## src/mzg_pkg.sv

```systemverilog
package mzg_pkg;

    localparam int MaxSide   = 64;
    localparam int CoordW    = $clog2(MaxSide);
    localparam int Cells     = MaxSide * MaxSide;
    localparam int AddrW     = $clog2(Cells);
    localparam int CountW    = AddrW + 1;
    localparam int SideW     = 7;
    localparam int FlagW     = 5;
    localparam logic [31:0] LfsrTaps = 32'h8020_0003;

    localparam logic [FlagW-1:0] F_VISITED = 5'h01;
    localparam logic [FlagW-1:0] F_NORTH   = 5'h02;
    localparam logic [FlagW-1:0] F_SOUTH   = 5'h04;
    localparam logic [FlagW-1:0] F_WEST    = 5'h08;
    localparam logic [FlagW-1:0] F_EAST    = 5'h10;

    localparam logic CMD_GENERATE = 1'b0;
    localparam logic CMD_READ     = 1'b1;
    localparam logic KIND_DONE    = 1'b0;
    localparam logic KIND_READ    = 1'b1;

    localparam logic CFG_WIDTH  = 1'b0;
    localparam logic CFG_HEIGHT = 1'b1;

    typedef struct packed {
        logic              command;
        logic [31:0]       seed;
        logic [CoordW-1:0] cell_x;
        logic [CoordW-1:0] cell_y;
    } req_t;

    typedef struct packed {
        logic result_kind;
        logic visited;
        logic door_north;
        logic door_south;
        logic door_west;
        logic door_east;
    } rsp_t;

    // datapath operations
    typedef enum logic [3:0] {
        OP_NONE, OP_LOAD, OP_CLEAR, OP_SEED, OP_DRAW, OP_MOD_X, OP_MOD_Y, OP_START,
        OP_TOP, OP_PROBE, OP_CHOOSE, OP_CARVE_A, OP_CARVE_B, OP_CARVE_N, OP_POP, OP_READ
    } op_t;

    typedef struct packed {
        op_t        op;
        logic [2:0] sub;
    } cmd_t;

    typedef struct packed {
        logic clear_done;
        logic walk_done;
        logic stack_empty;
        logic none_free;
        logic mod_done;
        logic is_read;
    } stat_t;

    function automatic logic [31:0] lfsr_step(input logic [31:0] s);
        lfsr_step = s[0] ? ((s >> 1) ^ LfsrTaps) : (s >> 1);
    endfunction

endpackage

```

## src/mzg_control.sv

```systemverilog
module mzg_control
    import mzg_pkg::*;
(
    input  logic  clk,
    input  logic  rst_n,
    input  logic  in_valid,
    output logic  in_ready,
    output logic  out_valid,
    input  logic  out_ready,
    input  stat_t stat,
    output cmd_t  cmd
);

    typedef enum logic [3:0] {
        S_IDLE, S_DECODE, S_CLEAR, S_SEED, S_DRAW, S_MOD, S_START, S_TOP,
        S_PROBE, S_CHOOSE, S_CARVE, S_READ, S_HOLD
    } state_t;

    state_t state_reg;
    logic [2:0] sub_reg;
    logic second_reg;
    logic boot_reg;

    assign in_ready = (state_reg == S_IDLE);

    // commands follow state
    always_comb
    begin
        cmd.op = OP_NONE;
        cmd.sub = sub_reg;
        case (state_reg)
            S_IDLE: cmd.op = in_valid ? OP_LOAD : OP_NONE;
            S_CLEAR: cmd.op = OP_CLEAR;
            S_SEED: cmd.op = OP_SEED;
            S_DRAW: cmd.op = OP_DRAW;
            S_MOD: cmd.op = second_reg ? OP_MOD_Y : OP_MOD_X;
            S_START: cmd.op = OP_START;
            S_TOP: cmd.op = OP_TOP;
            S_PROBE: cmd.op = (sub_reg[2]) ? OP_NONE : OP_PROBE;
            S_CHOOSE: cmd.op = (sub_reg == 3'd2) ? OP_DRAW :
                               (sub_reg == 3'd3) ? OP_CHOOSE :
                               (sub_reg == 3'd1) ? OP_CHOOSE : OP_CHOOSE;
            S_CARVE: cmd.op = (sub_reg == 3'd0) ? OP_CARVE_A :
                              (sub_reg == 3'd1) ? OP_CARVE_B :
                              (sub_reg == 3'd2) ? OP_CARVE_N :
                              (sub_reg == 3'd4) ? OP_POP : OP_NONE;
            S_READ: cmd.op = OP_READ;
            default: ;
        endcase
    end

    always_ff @(posedge clk or negedge rst_n)
    begin
        if (!rst_n)
        begin
            // clear the cell store once after reset
            state_reg <= S_CLEAR;
            boot_reg <= 1'b1;
            sub_reg <= '0;
            second_reg <= 1'b0;
            out_valid <= 1'b0;
        end
        else
        begin
            case (state_reg)
                S_IDLE:
                    if (in_valid)
                    begin
                        state_reg <= S_DECODE;
                    end
                S_DECODE:
                    state_reg <= stat.is_read ? S_READ : S_CLEAR;
                S_CLEAR:
                    if (stat.clear_done)
                    begin
                        boot_reg <= 1'b0;
                        state_reg <= boot_reg ? S_IDLE : S_SEED;
                        second_reg <= 1'b0;
                    end
                S_SEED: state_reg <= S_DRAW;
                S_DRAW: state_reg <= S_MOD;
                S_MOD:
                    if (stat.mod_done)
                    begin
                        second_reg <= 1'b1;
                        state_reg <= second_reg ? S_START : S_DRAW;
                    end
                S_START:
                begin
                    state_reg <= S_TOP;
                    sub_reg <= '0;
                end
                S_TOP:
                begin
                    if (sub_reg == 3'd0)
                    begin
                        if (stat.walk_done || stat.stack_empty)
                        begin
                            state_reg <= S_HOLD;
                            out_valid <= 1'b1;
                        end
                        else
                        begin
                            sub_reg <= 3'd1;
                        end
                    end
                    else if (sub_reg == 3'd1)
                    begin
                        sub_reg <= 3'd2;
                    end
                    else
                    begin
                        sub_reg <= '0;
                        state_reg <= S_PROBE;
                    end
                end
                S_PROBE:
                begin
                    if (sub_reg == 3'd5)
                    begin
                        sub_reg <= '0;
                        state_reg <= S_CHOOSE;
                    end
                    else
                    begin
                        sub_reg <= sub_reg + 1'b1;
                    end
                end
                S_CHOOSE:
                begin
                    if (sub_reg == 3'd0)
                    begin
                        if (stat.none_free)
                        begin
                            state_reg <= S_CARVE;
                            sub_reg <= 3'd4;
                        end
                        else
                        begin
                            sub_reg <= 3'd2;
                        end
                    end
                    else if (sub_reg == 3'd2)
                    begin
                        sub_reg <= 3'd3;
                    end
                    else if (sub_reg == 3'd3)
                    begin
                        if (stat.mod_done)
                        begin
                            sub_reg <= 3'd1;
                        end
                    end
                    else
                    begin
                        sub_reg <= '0;
                        state_reg <= S_CARVE;
                    end
                end
                // carve: read current, write current, write neighbor; sub 4 pops
                S_CARVE:
                begin
                    if (sub_reg == 3'd4 || sub_reg == 3'd2)
                    begin
                        sub_reg <= '0;
                        state_reg <= S_TOP;
                    end
                    else
                    begin
                        sub_reg <= sub_reg + 1'b1;
                    end
                end
                S_READ:
                begin
                    if (sub_reg == 3'd1)
                    begin
                        sub_reg <= '0;
                        state_reg <= S_HOLD;
                        out_valid <= 1'b1;
                    end
                    else
                    begin
                        sub_reg <= sub_reg + 1'b1;
                    end
                end
                S_HOLD:
                    if (out_ready)
                    begin
                        out_valid <= 1'b0;
                        state_reg <= S_IDLE;
                    end
                default: state_reg <= S_IDLE;
            endcase
        end
    end

endmodule

```

## config.mk

```make
export PLATFORM = sky130hd
export DESIGN_NAME = mzg_control
export DESIGN_NICKNAME = d
export VERILOG_FILES = /design/src/mzg_pkg.sv /design/src/mzg_control.sv
export SDC_FILE = /design/constraint.sdc
export NUM_CORES = 1
export LEC_CHECK = 0
export ABC_AREA = 1
export BUFFER_PORTS_ARGS = -buffer_cell sky130_fd_sc_hd__clkbuf_2
export CAP_MARGIN = 30
export CORE_MARGIN = 3
export CORE_UTILIZATION = 52
export DETAILED_ROUTE_END_ITERATION = 16
export GPL_TIMING_DRIVEN = 0
export PLACE_DENSITY = 0.85
export SLEW_MARGIN = 10
export SYNTH_ARGS = -nofsm -noshare
export SYNTH_HDL_FRONTEND = slang
export SYNTH_SLANG_ARGS = --single-unit
```

## constraint.sdc

```tcl
create_clock -name clk -period 1.94 [get_ports clk]
set_clock_uncertainty 0.15 [all_clocks]
set_input_delay 0.388 -clock clk [delete_from_list [all_inputs] [get_ports clk]]
set_output_delay 0.388 -clock clk [all_outputs]
set_load 0.1 [all_outputs]
```

==> results.md <==
- Status: finished, violations left
- Failing checks: setup timing
- Clk buf depth: 2
- Core Area: 2340 um2
- Fmax: 0.401 GHz
- Layout area overhead: 64.0%
- Max_slew headroom: 64.0%
- Crit path DAT: 1.96 ns
- Vias in the first global route: 1,542
- CP required: 1.40 ns
- Largest register FFs: 4
- Final Critical Period: 2.50 ns
- Final period util: 129%
- Design area: 2230 um2
- Drt first pass iters: 7
- EDFF count, synth: 0
- Largest family of logic cells by synthesized area: simple AND/OR/NAND/NOR gates
- Yosys cell types: 28
- Area leader, netlist: nand2_1
- Fin nets: 296
- Hold EP: boot_reg
- DRT antenna net count: 0
- Min-Delay Path Class: reg2reg
- Net switching power: 2370 uW
- Adder-Cell Fraction of Synth Area: 10.1%
- Power per Cell Area: 1780 nW/um2
- Pint: 1590 uW
- Clock sinks: 10
- XOR/XNOR Fraction of Synth Area: 0%
- Synth Area in Compound Gates: 8.11%
- Placer Congestion: 0.958
- Area after DPL: 1610 um2
- Synth top area share: 18.5%
- Vias: 2,011
- Num CTS Buffers: 3
- Critical-path maximum fanout: 6
- Post-Layout Cell Count: 302
- CTS tree: done
- Initial drt markers: 353
- Clk_lat worst skew: 0.27 ns
- Combinational share of power: 85.6%
- Share of power burned in the clock network: 3.7%
- Fillers: 62
- Worst-path clk slew: 0.06 ns
- Vias per inst: 6.66
- Root buf cell: clkbuf_4
- RSZ-0062 raised after global routing: true
- Layout cell share with drive strength beyond 1: 51.1%
- CP Launch Type: flip-flop
- Endpoints failing setup: 12
- Yosys warnings: 0
- Switching share of power: 59.8%
- GRT busiest layer: met2
- # IOs: 19
- Max Cap Violations: 0
- Reg2Reg Capture Point: state_reg[0]
- Congestion Overflow GR: 0
- Post-placement cell count: 268
- Initial antenna violation count: 0
- Drt total wl: 6800 um
- Die width: 57.1 um
- N_diodes: 0
- Crit end category: output pin
- Met1 Usage GRT: 36.6%
- Most common flop cell mapped by yosys: dfrtp_1
- R2r setup slk: -0.12 ns
- Drt drc: 0
- Crit Path Class: reg2out
- FF-to-FF Start: sub_reg[1]
- Post-Syn Nets: 243
- Tot Pwr: 3960 uW
- Mux share of post-synthesis cell area: 0%
- Reg power frac: 10.6%
- Hold Startpoint: boot_reg
- Met3 usage: 2.26%
- Drt wl/cell: 22.5 um
- Die span in y: 57.1 um
- Starting density of the core: 58.0%
- Mapped cell area: 1360 um2
- Reg2Reg Depth: 12
- Met2 Track Usage GR: 44.2%
- I/O Buffers: 18
- Worst vdd ir: 1.76 mV
- Largest net degree at the start of global routing: 11
- Simple logic cell fraction of the synthesized area: 51.3%
- Fin. max-slew vios: 0
- Synth top area cells: nand2_1 19%, dfrtp_1 15%, ha_1 10%, nor2_1 9.1%, inv_1 7.2%
- Cells after Synth: 222
- Hold Vio Cnt, Final: 0
- HPWL Detailed: 2780 um
- Die ar.: 3260 um2
- Total track usage: 27.2%
- FFs w/ async S/R, synth: 100%
- Worst Hold Depth: 2
- Most frequent cell after synthesis: nand2_1
- Most common library cells after synthesis: 67 x nand2_1, 33 x nor2_1, 26 x inv_1
- LEAKAGE: 0.00110 uW
- First-pass GRT wire length: 7000 um
- H-tree depth: 1
- Syn Area/Cell: 6.12 um2
- Flops & latches, synth: 10
- Sequential area share after synthesis: 18.6%
- Post-route worst setup slack: -0.556 ns
- # rows: 17
- Worst Tran Pin Value: 0.543 ns
==> per-layer routing <==
layer	vias to the layer above	part of all wire, %	routed length, um
met4	0	9.2	627
li1	802	-	-
met2	225	44	3010
met5	-	0	0
met1	883	33	2230
met3	101	14	924
==> cells in the final DEF (no fill, tap or decap), drive strengths merged <==
master	instances
nor2	42
clkbuf	22
nand3	23
dfstp	2
dlygate4sd3	1
a31oi	3
nand3b	1
or2	1
inv	32
buf	33
nand4	3
dfrtp	8
a21oi	7
o21ai	9
nor3	2
nand2	73
ha	11
nor3b	1
==> power by group through the flow <==
stage	Combinational, uW	Sequential (uW)	Clock [uW]
final	3390	421	148
after global routing	3480	420	160
after CTS	2800	400	152
after detailed placement	2150	390	0
after global placement	2130	388	0
after floorplan	1690	502	0
==> cells by family after synthesis <==
group	after synthesis
AOI/OAI and AO/OA	19
DFF	10
and+or+nand+nor	146
buffers and inverters	36
adders and majority gates	11
==> per-stage QoR <==
step | hold WS (ns) | util [%] | setup WS [ns] | setup TNS, ns
2_1_floorplan | -0.0576 | - | -0.399 | -1.55
3_3_place_gp | 0.105 | 68.6 | -0.657 | -2.61
3_5_place_dp | 0.108 | 68.6 | -0.699 | -2.76
4_1_cts | 0.256 | 86.5 | -0.382 | -1.44
5_1_grt | 0.318 | 95.1 | -0.564 | -2.88
6_report | 0.321 | 95.1 | -0.556 | -2.47
==> area by class of cell <==
type | count | area [um2] | area share (%)
well taps | 28 | 35.0 | 1.57
repair buffers | 49 | 437 | 19.6
clock buffers | 4 | 26.3 | 1.18
inverters | 32 | 145 | 6.52
flip-flops and latches | 10 | 265 | 11.9
plain buffers | 3 | 37.5 | 1.69
multi-input cells | 176 | 1280 | 57.5
==> critical path, stage by stage, from the launching register on <==
cell and delay [ns]:
dfrtp_4 0.52, inv_4 0.09, ha_4 0.19, nand2_4 0.12, o21ai_1 0.15, nand2_1 0.14, a31oi_4 0.23, clkbuf_16 0.23
==> timing repair <==
action                     in CTS  in global routing
setup buffers                  18                 12
setup endpoints to repair       6                 12
pin swaps                       9                 22
resized for setup              53                 30
hold buffers                    1                  0
hold endpoints to repair        8                  0
==> how the worst max path moves through the flow <==
stage / cells after the start / from / slack (ns) / endpoint
2_1_floorplan: 6 / sub_reg[0] / -0.40 / cmd[3]
3_3_place_gp: 8 / state_reg[3] / -0.66 / cmd[6]
3_5_place_dp: 8 / state_reg[3] / -0.70 / cmd[6]
4_1_cts: 7 / state_reg[2] / -0.38 / cmd[4]
5_1_grt: 7 / state_reg[3] / -0.56 / cmd[4]
6_report: 7 / sub_reg[1] / -0.56 / cmd[3]
(Power assumes the default switching activity.)
